--- src/design/ioc_pkg.sv ---
// Shared types, constants and helpers for the index of coincidence unit.
// No dependencies.
package ioc_pkg;

  localparam int unsigned MaxLength = 4096;
  localparam int unsigned Letters   = 26;
  localparam int unsigned LastLetter = Letters - 1;
  localparam logic [7:0]  CaseGap   = 8'(int'("a") - int'("A"));
  localparam logic [7:0]  UpperA    = 8'h41;
  localparam logic [7:0]  UpperZ    = 8'h5A;
  localparam logic [7:0]  LowerA    = 8'h61;
  localparam logic [7:0]  LowerZ    = 8'h7A;

  localparam int unsigned LetW   = $clog2(Letters);
  localparam int unsigned CntW   = $clog2(MaxLength + 1);
  localparam int unsigned DenW   = 2 * CntW;
  localparam int unsigned FracW  = 16;
  localparam int unsigned QuotW  = FracW + 1;
  localparam int unsigned StepW  = $clog2(QuotW);

  // fixed field widths of the result item
  localparam int unsigned IndexFieldW = 5;
  localparam int unsigned CountFieldW = 13;
  localparam int unsigned IcFieldW    = 17;

  typedef struct packed {
    logic [7:0] char_byte;
    logic       is_last;
  } in_t;

  typedef struct packed {
    logic [IndexFieldW-1:0] letter_index;
    logic [CountFieldW-1:0] letter_count;
    logic [IcFieldW-1:0]    coincidence;
    logic                   overflow;
    logic                   end_of_run;
  } out_t;

  typedef struct packed {
    logic            inc_en;
    logic [LetW-1:0] letter;
    logic            shift_en;
    logic            wrap;
  } chain_ctrl_t;

  typedef struct packed {
    logic hit;
    logic shift;
  } cell_ctrl_t;

  typedef struct packed {
    logic            is_letter;
    logic [LetW-1:0] index;
  } letter_t;

  // case-folded letter decode
  function automatic letter_t letter_of(input logic [7:0] b);
    logic [7:0] u;
    letter_t    r;
    u = b;
    if (b >= LowerA && b <= LowerZ) begin
      u = b - CaseGap;
    end
    r.is_letter = (u >= UpperA && u <= UpperZ);
    r.index     = LetW'(u - UpperA);
    return r;
  endfunction

endpackage

--- src/design/ioc_cell.sv ---
// One letter counter of the counter chain: counts hits, or takes its
// neighbor's count when the chain shifts. Depends on ioc_pkg.
module ioc_cell (
  input  logic                    clk_i,
  input  logic                    rst_ni,
  input  ioc_pkg::cell_ctrl_t     ctrl_i,
  input  logic [ioc_pkg::CntW-1:0] nbr_i,
  output logic [ioc_pkg::CntW-1:0] count_o
);
  import ioc_pkg::*;

  logic [CntW-1:0] count_q, count_d;

  always_comb begin
    count_d = count_q;
    if (ctrl_i.shift) begin
      count_d = nbr_i;
    end else if (ctrl_i.hit) begin
      count_d = count_q + CntW'(1);
    end
  end

  always_ff @(posedge clk_i or negedge rst_ni) begin
    if (!rst_ni) begin
      count_q <= '0;
    end else begin
      count_q <= count_d;
    end
  end

  assign count_o = count_q;

endmodule

--- src/design/ioc_chain.sv ---
// Row of 26 letter cells. Counts shift toward cell 0 (the head); the tail
// takes either the head (rotate) or zero (drain and clear). Depends on
// ioc_pkg and ioc_cell.
module ioc_chain (
  input  logic                     clk_i,
  input  logic                     rst_ni,
  input  ioc_pkg::chain_ctrl_t     ctrl_i,
  output logic [ioc_pkg::CntW-1:0] head_o
);
  import ioc_pkg::*;

  logic [CntW-1:0] count [Letters];
  logic [CntW-1:0] nbr   [Letters];

  for (genvar k = 0; k < Letters; k++) begin : g_cell
    cell_ctrl_t cc;
    assign cc.hit   = ctrl_i.inc_en && (ctrl_i.letter == LetW'(k));
    assign cc.shift = ctrl_i.shift_en;
    if (k == Letters - 1) begin : g_tail
      assign nbr[k] = ctrl_i.wrap ? count[0] : '0;
    end else begin : g_body
      assign nbr[k] = count[k+1];
    end
    ioc_cell u_cell (
      .clk_i   (clk_i),
      .rst_ni  (rst_ni),
      .ctrl_i  (cc),
      .nbr_i   (nbr[k]),
      .count_o (count[k])
    );
  end

  assign head_o = count[0];

endmodule

--- src/design/ioc_divider.sv ---
// Restoring divider, one quotient bit per cycle, for sum * 2^16 / den when
// sum <= den. Depends on ioc_pkg.
module ioc_divider (
  input  logic                      clk_i,
  input  logic                      rst_ni,
  input  logic                      start_i,
  input  logic [ioc_pkg::DenW-1:0]  num_i,
  input  logic [ioc_pkg::DenW-1:0]  den_i,
  output logic                      done_o,
  output logic [ioc_pkg::QuotW-1:0] quot_o
);
  import ioc_pkg::*;

  logic [DenW:0]    rem_q, rem_d;
  logic [DenW-1:0]  den_q;
  logic [QuotW-1:0] quot_q, quot_d;
  logic [StepW-1:0] step_q;
  logic             busy_q, done_q;
  logic             ge;
  logic [DenW:0]    diff;

  always_comb begin
    ge     = rem_q >= {1'b0, den_q};
    diff   = ge ? (rem_q - {1'b0, den_q}) : rem_q;
    rem_d  = {diff[DenW-1:0], 1'b0};
    quot_d = {quot_q[QuotW-2:0], ge};
  end

  always_ff @(posedge clk_i or negedge rst_ni) begin
    if (!rst_ni) begin
      busy_q <= 1'b0;
      done_q <= 1'b0;
      step_q <= '0;
    end else begin
      if (start_i) begin
        busy_q <= 1'b1;
        step_q <= '0;
        done_q <= 1'b0;
      end else if (busy_q) begin
        step_q <= step_q + StepW'(1);
        done_q <= (step_q == StepW'(QuotW - 1));
        if (step_q == StepW'(QuotW - 1)) begin
          busy_q <= 1'b0;
        end
      end else begin
        done_q <= 1'b0;
      end
    end
  end

  always_ff @(posedge clk_i) begin
    if (start_i) begin
      rem_q  <= {1'b0, num_i};
      den_q  <= den_i;
      quot_q <= '0;
    end else if (busy_q) begin
      rem_q  <= rem_d;
      quot_q <= quot_d;
    end
  end

  assign done_o = done_q;
  assign quot_o = quot_q;

endmodule

--- src/design/index_of_coincidence_unit.sv ---
// Top level of the index of coincidence unit.
// Depends on ioc_pkg, ioc_chain and ioc_divider.
//
// Input channel (in_valid_i / in_ready_o / in_data_i): one message byte per
// item, is_last marks the final byte. While a message streams in, one byte
// is taken every cycle. Letters are counted case-insensitively in a chain
// of 26 counter cells; every byte counts toward the length, which stops at
// 4096 bytes and sets the overflow flag for the rest of the message.
// After the last byte, the chain rotates once through a registered
// multiplier to sum f(f-1), then a bit-serial divider forms the Q1.16
// index. The 26 result items (letters A..Z, the index and end_of_run on
// the last) then leave from an output register, one per cycle while
// out_ready_i is high; a stalled receiver simply holds the sweep. The
// chain drains with zeros as it emits, so counters are clear for the
// next message. No byte is taken from the last byte until the 26th
// result has been loaded. Reset clears all counters and flags.
module index_of_coincidence_unit (
  input  logic          clk_i,
  input  logic          rst_ni,
  input  logic          in_valid_i,
  output logic          in_ready_o,
  input  ioc_pkg::in_t  in_data_i,
  output logic          out_valid_o,
  input  logic          out_ready_i,
  output ioc_pkg::out_t out_data_o
);
  import ioc_pkg::*;

  typedef enum logic [2:0] {
    ST_IDLE,
    ST_SUM,
    ST_FLUSH,
    ST_START,
    ST_WAIT,
    ST_EMIT
  } state_e;

  state_e          state_q;
  logic [LetW-1:0] cnt_q;
  logic [CntW-1:0] total_q;
  logic            ovf_q;
  logic [DenW-1:0] prod_q, acc_q, den_q;
  logic            prod_vld_q;
  logic [QuotW-1:0] ic_q;
  logic            out_vld_q;
  out_t            out_q;

  logic            in_acc, load;
  letter_t         lt;
  chain_ctrl_t     cctrl;
  logic [CntW-1:0] head;
  logic [CntW-1:0] head_m1;
  logic [DenW-1:0] sq;
  logic [CntW-1:0] total_m1;
  logic            div_done;
  logic [QuotW-1:0] quot;

  assign in_ready_o = (state_q == ST_IDLE);
  assign in_acc     = in_valid_i && in_ready_o;
  assign load       = (state_q == ST_EMIT) && (!out_vld_q || out_ready_i);
  assign lt         = letter_of(in_data_i.char_byte);

  always_comb begin
    cctrl.inc_en   = in_acc && lt.is_letter && (total_q != CntW'(MaxLength));
    cctrl.letter   = lt.index;
    cctrl.shift_en = (state_q == ST_SUM) || load;
    cctrl.wrap     = (state_q == ST_SUM);
  end

  ioc_chain u_chain (
    .clk_i  (clk_i),
    .rst_ni (rst_ni),
    .ctrl_i (cctrl),
    .head_o (head)
  );

  assign head_m1  = head - CntW'(1);
  assign sq       = (head == '0) ? '0 : DenW'(head) * DenW'(head_m1);
  assign total_m1 = total_q - CntW'(1);

  ioc_divider u_div (
    .clk_i   (clk_i),
    .rst_ni  (rst_ni),
    .start_i (state_q == ST_START),
    .num_i   (acc_q),
    .den_i   (den_q),
    .done_o  (div_done),
    .quot_o  (quot)
  );

  always_ff @(posedge clk_i or negedge rst_ni) begin
    if (!rst_ni) begin
      state_q    <= ST_IDLE;
      cnt_q      <= '0;
      total_q    <= '0;
      ovf_q      <= 1'b0;
      prod_vld_q <= 1'b0;
      acc_q      <= '0;
      out_vld_q  <= 1'b0;
    end else begin
      if (load) begin
        out_vld_q <= 1'b1;
      end else if (out_ready_i) begin
        out_vld_q <= 1'b0;
      end
      case (state_q)
        ST_IDLE: begin
          acc_q <= '0;
          if (in_acc) begin
            if (total_q == CntW'(MaxLength)) begin
              ovf_q <= 1'b1;
            end else begin
              total_q <= total_q + CntW'(1);
            end
            if (in_data_i.is_last) begin
              state_q <= ST_SUM;
              cnt_q   <= '0;
            end
          end
        end
        ST_SUM: begin
          prod_vld_q <= 1'b1;
          if (prod_vld_q) begin
            acc_q <= acc_q + prod_q;
          end
          cnt_q <= cnt_q + LetW'(1);
          if (cnt_q == LetW'(LastLetter)) begin
            state_q <= ST_FLUSH;
          end
        end
        ST_FLUSH: begin
          prod_vld_q <= 1'b0;
          acc_q      <= acc_q + prod_q;
          state_q    <= ST_START;
        end
        ST_START: begin
          state_q <= ST_WAIT;
        end
        ST_WAIT: begin
          if (div_done) begin
            state_q <= ST_EMIT;
            cnt_q   <= '0;
          end
        end
        ST_EMIT: begin
          if (load) begin
            if (cnt_q == LetW'(LastLetter)) begin
              state_q <= ST_IDLE;
              cnt_q   <= '0;
              total_q <= '0;
              ovf_q   <= 1'b0;
            end else begin
              cnt_q <= cnt_q + LetW'(1);
            end
          end
        end
        default: begin
          state_q <= ST_IDLE;
        end
      endcase
    end
  end

  // datapath registers
  always_ff @(posedge clk_i) begin
    if (state_q == ST_SUM) begin
      prod_q <= sq;
      den_q  <= DenW'(total_q) * DenW'(total_m1);
    end
    if (div_done) begin
      // n of 0 or 1 gives a zero index
      ic_q <= (total_q > CntW'(1)) ? quot : '0;
    end
    if (load) begin
      out_q.letter_index <= IndexFieldW'(cnt_q);
      out_q.letter_count <= CountFieldW'(head);
      out_q.coincidence  <= (cnt_q == LetW'(LastLetter)) ? IcFieldW'(ic_q) : '0;
      out_q.overflow     <= ovf_q;
      out_q.end_of_run   <= (cnt_q == LetW'(LastLetter));
    end
  end

  assign out_valid_o = out_vld_q;
  assign out_data_o  = out_q;

endmodule

--- config.mk ---
export PLATFORM = sky130hd
export DESIGN_NAME = index_of_coincidence_unit
export DESIGN_NICKNAME = d
export VERILOG_FILES = /design/src/design/ioc_pkg.sv /design/src/design/ioc_cell.sv /design/src/design/ioc_chain.sv /design/src/design/ioc_divider.sv /design/src/design/index_of_coincidence_unit.sv
export SDC_FILE = /design/constraint.sdc
export NUM_CORES = 2
export LEC_CHECK = 0
export ABC_AREA = 1
export BUFFER_PORTS_ARGS = -buffer_cell sky130_fd_sc_hd__buf_2
export CAP_MARGIN = 10
export CORE_ASPECT_RATIO = 0.6
export CORE_MARGIN = 5
export CORE_UTILIZATION = 40
export CTS_BUF_LIST = sky130_fd_sc_hd__clkbuf_16
export DETAILED_ROUTE_END_ITERATION = 6
export MAX_ROUTING_LAYER = met4
export PLACE_DENSITY_LB_ADDON = 0.12
export SLEW_MARGIN = 20
export SYNTH_ARGS = -nofsm -noshare
export SYNTH_HDL_FRONTEND = slang
export SYNTH_SLANG_ARGS = --single-unit
--- constraint.sdc ---
create_clock -name clk_i -period 7.55 [get_ports clk_i]
set_clock_uncertainty 0.1 [all_clocks]
set_input_delay 0.3775 -clock clk_i [delete_from_list [all_inputs] [get_ports clk_i]]
set_output_delay 0.3775 -clock clk_i [all_outputs]
set_load 0.02 [all_outputs]
==> Word level (Yosys, flattened, before mapping) <==
Cells that the tools add are included.
{ "classes": {"add_sub_neg": 35, "mul": 2, "div": 0, "magnitude_cmp": 6, "eq_ne": 43, "shift": 0, "n_mux": 92, "bitwise": 0, "n_reduce_logical": 75} }
{ "op_table": {"columns": ["operator", "count"], "rows": [
  ["$mux 13", 57],
  ["$add 13x1->13 const B", 27],
  ["$mux 26", 4],
  ["$pmux 26 s3", 1],
  ["$eq 5x5->1 const B", 12],
  ["$reduce_bool 2->1", 30],
  ["$mul 13x13->26", 2],
  ["$eq 5x4->1 const B", 8],
  ["$mux 5", 7],
  ["$logic_and 1x1->1", 32],
  ["$ge 27x26->1", 1],
  ["$add 26x26->26", 1],
  ["$pmux 13 s2", 1],
  ["$sub 13x1->13 const B", 2],
  ["$sub 26x26->26", 1],
  ["$eq 5x3->1 const B", 4],
  ["$pmux 5 s4", 1],
  ["$mux 3", 6],
  ["$pmux 3 s6", 1],
  ["$ge 8x7->1 const B", 2],
  ["$le 8x7->1 const B", 2],
  ["$reduce_and 5->1", 3],
  ["$eq 13x13->1 const B", 1],
  ["$gt 13x1->1 const B", 1],
  ["other kinds (23)", 46]
]} }
{ "totals": {"reg_bits": 571, "latchBits": 0, "mem_bits_rw": 0, "rom_bits": 0, "inputBits": 13, "output_inout_bits": 39, "word_cells": 301, "mem_count": 0} }

==> Longest topological paths before layout <==
{ "depth": {"ltp_word": 10, "mapped_depth": 34, "ltp_nobuf": 32} }

==> Hierarchy <==
Synthesis repeated with hierarchy kept, for this count alone.
{ "hier_totals": {"cells_unflattened": 6251, "hier_area_um2": 47371.7} }
{ "modules_own_cells": {"columns": ["mod", "instances", "cells_per_inst", "area_each_um2", "seq_area_each_um2"], "rows": [
  ["ioc_cell", 26, 109, 837.1, 325.3],
  ["index_of_coincidence_unit", 1, 2580, 19956.6, 4349.2],
  ["ioc_divider", 1, 755, 5325.1, 2097.0],
  ["ioc_chain", 1, 82, 326.6, 0.0]
]} }

==> Worst setup path before layout <==
OpenSTA, ideal clock, no wires.
{ "synth_timing": {"path_kind": "reg2reg", "start": "register u_chain.g_cell[0].u_cell.count_q[0]", "end": "register prod_q[23] (data pin)", "arrival_ns": 5.872, "path_slack_ns": 1.325, "stages_incl_launch_ff": 28, "period_less_slack_ns": 6.225, "path_cell_list": "dfrtp_1 > clkbuf_1 > inv_1 > clkbuf_1 > ha_1 > inv_1 > nor2_1 > nand3_1 > ha_1 > clkbuf_1 > inv_1 > nand2_1 > fa_1 > fa_1 > inv_1 > fa_1 > fa_1 > fa_1 > ha_1 > nand2_1 > nor2_1 > nand3_1 > nand3_1 > nand2_1 > o21ai_0 > nand2_1 > nand2_1 > nor2_1"} }
{ "synth_between": {"elab_chain_cells": 2, "elab_cells_between_ends": 3} }
{ "synth_lines": {"columns": ["item", "line_no", "rtl"], "rows": [
  ["start, declared", "ioc_cell.sv:12", "logic [CntW-1:0] count_q, count_d;"],
  ["start signal, assigned", "ioc_cell.sv:27", "count_q <= count_d;"],
  ["$sub 13x1->13", "index_of_coincidence_unit.sv:77", "assign head_m1 = head - CntW'(1);"],
  ["$mul 13x13->26", "index_of_coincidence_unit.sv:78", "assign sq = (head == '0) ? '0 : DenW'(head) * DenW'(head_m1);"],
  ["end signal, assigned", "index_of_coincidence_unit.sv:167", "prod_q <= sq;"],
  ["end, declared", "index_of_coincidence_unit.sv:42", "logic [DenW-1:0] prod_q, acc_q, den_q;"]
]} }
Several ways; a longest one is shown, not always the timed one.
A chain may end at the register's enable or synchronous reset.

==> Final worst setup path <==
{ "layout_timing": {"start": "register u_chain.g_cell[0].u_cell.count_q[0]", "end": "register prod_q[25] (data pin)"} }
The elaborated chain is that of the path after synthesis.

==> run metrics <==
status=complete, no violations; post-route minimum period=7.34 ns; synthesized instance count=6170; multiplexer share of the synthesized area=0.0652%; DR WL/cell=18.4 µm; Via-to-Cell Ratio=5.15; Num CTS Buffers=66; most frequent cells in the layout=nand2_1 (1775), inv_1 (929), o21ai_0 (566); Die Footprint=122000 µm²; CTS tree=yes; Max-Cap Viols=0; worst skew pair latency=0.67 ns; worst r2r src=u_chain.g_cell[0].u_cell.count_o[0]; worst-path maximum fanout=8; clock sink count=566; fin util=43.5%; Synth Warn #=0; post-synthesis xor/xnor area fraction=3.63%; syn avg cell area=7.46 µm²; Synth Area in Adders=17.4%; Die H=273 µm; flops & latches, synth=566; number of DRC markers in iteration 0=3909; first-pass GRT wire length=223 mm; commonest non-fill, non-tap cell in the layout=nand2_1; simple-gate share of the synthesized area=27.6%; clk buf depth=3; syn nets=6679; final setup fails=0; Routed Antenna Nets=0; max-slew violations=0; Req. time, crit path=7.87 ns; Critical Path Source=u_chain.g_cell[0].u_cell.count_o[0]; Worst-Margin Slew=1.05 ns; H-tree depth=3; final std cells w/o fill=7711; vias in the first global route=36672; PortBufs=51; die span in x=448 µm; setup TNS=0 ns; Critical Path Source Type=register; largest family of logic cells by synthesized area=simple AND/OR/NAND/NOR gates; share of layout cells above drive strength 1=4.59%; relative slew slack=29.6%; clk slew on worst S/H paths=0.07 ns; GRT Util Overall=23.9%; DRC viols=0; synthesis-to-finish area growth=8.02%; min-delay src=in_data_i[1]; initial antenna violation count=3; diode count=0; final-stage net count=6652; drt total wl=142 mm; CP Class=reg -> reg; GR Overflow Total=0; Starting Density=40.3%; dpl hpwl=110 mm; pin count of the biggest net entering global routing=139; drt pass-1 iters=6; row cnt=96; Worst Setup End Kind=register; path category of the worst min-delay check=in -> reg; compound-cell area share of the yosys netlist=8.92%; number of gates resized after CTS=0; Final period util=97.2%; Post-CTS Hold Buffers=2; postcts setup bufs=0; Max VDD drop=136 µV; Core ar.=114000 µm²; I/O pins=52; count of cell types in the netlist=58; CTS root buf=clkbuf_16; # fillers=11781; Placer Congestion=0.997; mapped cell area=46100 µm²; EDFF count, synth=154; Final Hold Vio Count=0; placed cells=7592; Critical Path AT=7.66 ns; Top FF cell, synth=dfrtp_1; Async SR Flop Fraction=69.6%; RSZ-0062 raised after global routing=false; post-synthesis sequential area ratio=32.2%; Leakage=25.1 nW; fmax=136 MHz; vias=39732; PD cells=130 nW/µm²
==> report_power, final <==
part / leakage, nW / total [W] / internal [W] / switching, W
registers: 6.07 / 0.00313 / 0.00313 / 0.00000000000000000000912
clock network: 1.09 / 0.00325 / 0.00180 / 0.00145
logic: 18.0 / 0.0000899 / 0.0000116 / 0.0000783
total: 25.1 / 0.00647 / 0.00494 / 0.00153
==> kinds of logic after synthesis <==
logic type                 Yosys count
adders and majority gates          496
xor gates and xnor gates           191
AOI/OAI and AO/OA                  784
muxes                                3
and+or+nand+nor                   2981
buffers and inverters             1149
DFF                                566
==> stage by stage <==
step	hold WS (ns)	total power (W)	setup slack (ns)	instance area (µm²)
floorplan	-0.0181	0.00322	1.32	46100
global placement	0.301	0.00328	0.603	47600
detailed placement	0.306	0.00328	0.597	47600
CTS	0.154	0.00657	0.566	49800
global route	0.196	0.00671	0.135	49800
finish	0.215	0.00647	0.211	49800
==> flip-flops by register name, summed over array words and instances, names as in the netlist <==
signal,flops
acc_q,25
cnt_q,5
den_q,25
ic_q,17
out_data_o,37
out_valid_o,1
ovf_q,1
prod_q,25
prod_vld_q,1
state_q,3
total_q,13
u_chain.g_cell.u_cell.count_o,338
u_div.busy_q,1
u_div.den_q,25
u_div.done_o,1
u_div.quot_o,17
u_div.rem_q,26
u_div.step_q,5
==> path summary, 6_finish.rpt <==
check / endpoint / slack (ns) / cells past startpoint
min reg2reg: u_div.den_q[10] / 0.31 / 0
max reg2reg: prod_q[25] / 0.21 / 24
max: prod_q[25] / 0.21 / 24
min: u_chain.g_cell[10].u_cell.count_o[12] / 0.22 / 5
min in group asynchronous: u_chain.g_cell[25].u_cell.count_o[7] / 0.23 / 2
max in group asynchronous: u_chain.g_cell[12].u_cell.count_o[12] / 5.65 / 3
==> routing by layer <==
| metal | share of wire (%) | track usage [%] |
|---|---|---|
| met3 | 9.9 | 7.20 |
| met1 | 56 | 41.3 |
| met4 | 1.1 | 3.04 |
| met2 | 32 | 25.9 |
| met5 | 0 | - |
==> critical path, cell delays in order, from the launching register on <==
cell and delay, ns:
dfrtp_1 0.45, nor3_1 0.27, nand3_1 0.26, nor3_1 0.46, nand4_1 0.17, ha_1 0.43, inv_1 0.25, nand2_1 0.12
fa_1 0.53, inv_1 0.05, fa_1 0.53, inv_1 0.05, fa_1 0.51, fa_1 0.56, inv_1 0.04, ha_1 0.31
ha_1 0.39, nand2_1 0.14, inv_1 0.07, a21oi_1 0.45, nor2_1 0.09, nor3_1 0.50, nand3_1 0.18, nor2_1 0.13
nor2_1 0.06
==> synth_stat cells, types with 82 or more instances <==
library cell / number / area [µm²]
clkbuf_1: 86 / 323
inv_1: 915 / 3430
fa_1: 243 / 4860
nor3_1: 82 / 410
a21oi_1: 123 / 616
nor2_1: 443 / 1660
nand3_1: 494 / 2470
edfxtp_1: 154 / 4620
dfrtp_1: 394 / 9860
o21ai_0: 566 / 2830
ha_1: 253 / 3170
nand2_1: 1776 / 6670
xor2_1: 138 / 1210
==> layout make-up <==
class                           instances  area, µm²  share of cell area (%)
Clock buffer                           67       1680                    3.37
Clock inverter                         50        415                   0.835
Sequential cell                       566      14800                    29.8
Timing Repair Buffer                  112        753                    1.51
Multi-Input combinational cell       4455      26600                    53.5
Inverter                              942       3550                    7.14
Tap cell                             1519       1900                    3.82
Power figures use the tool's default switching activity.
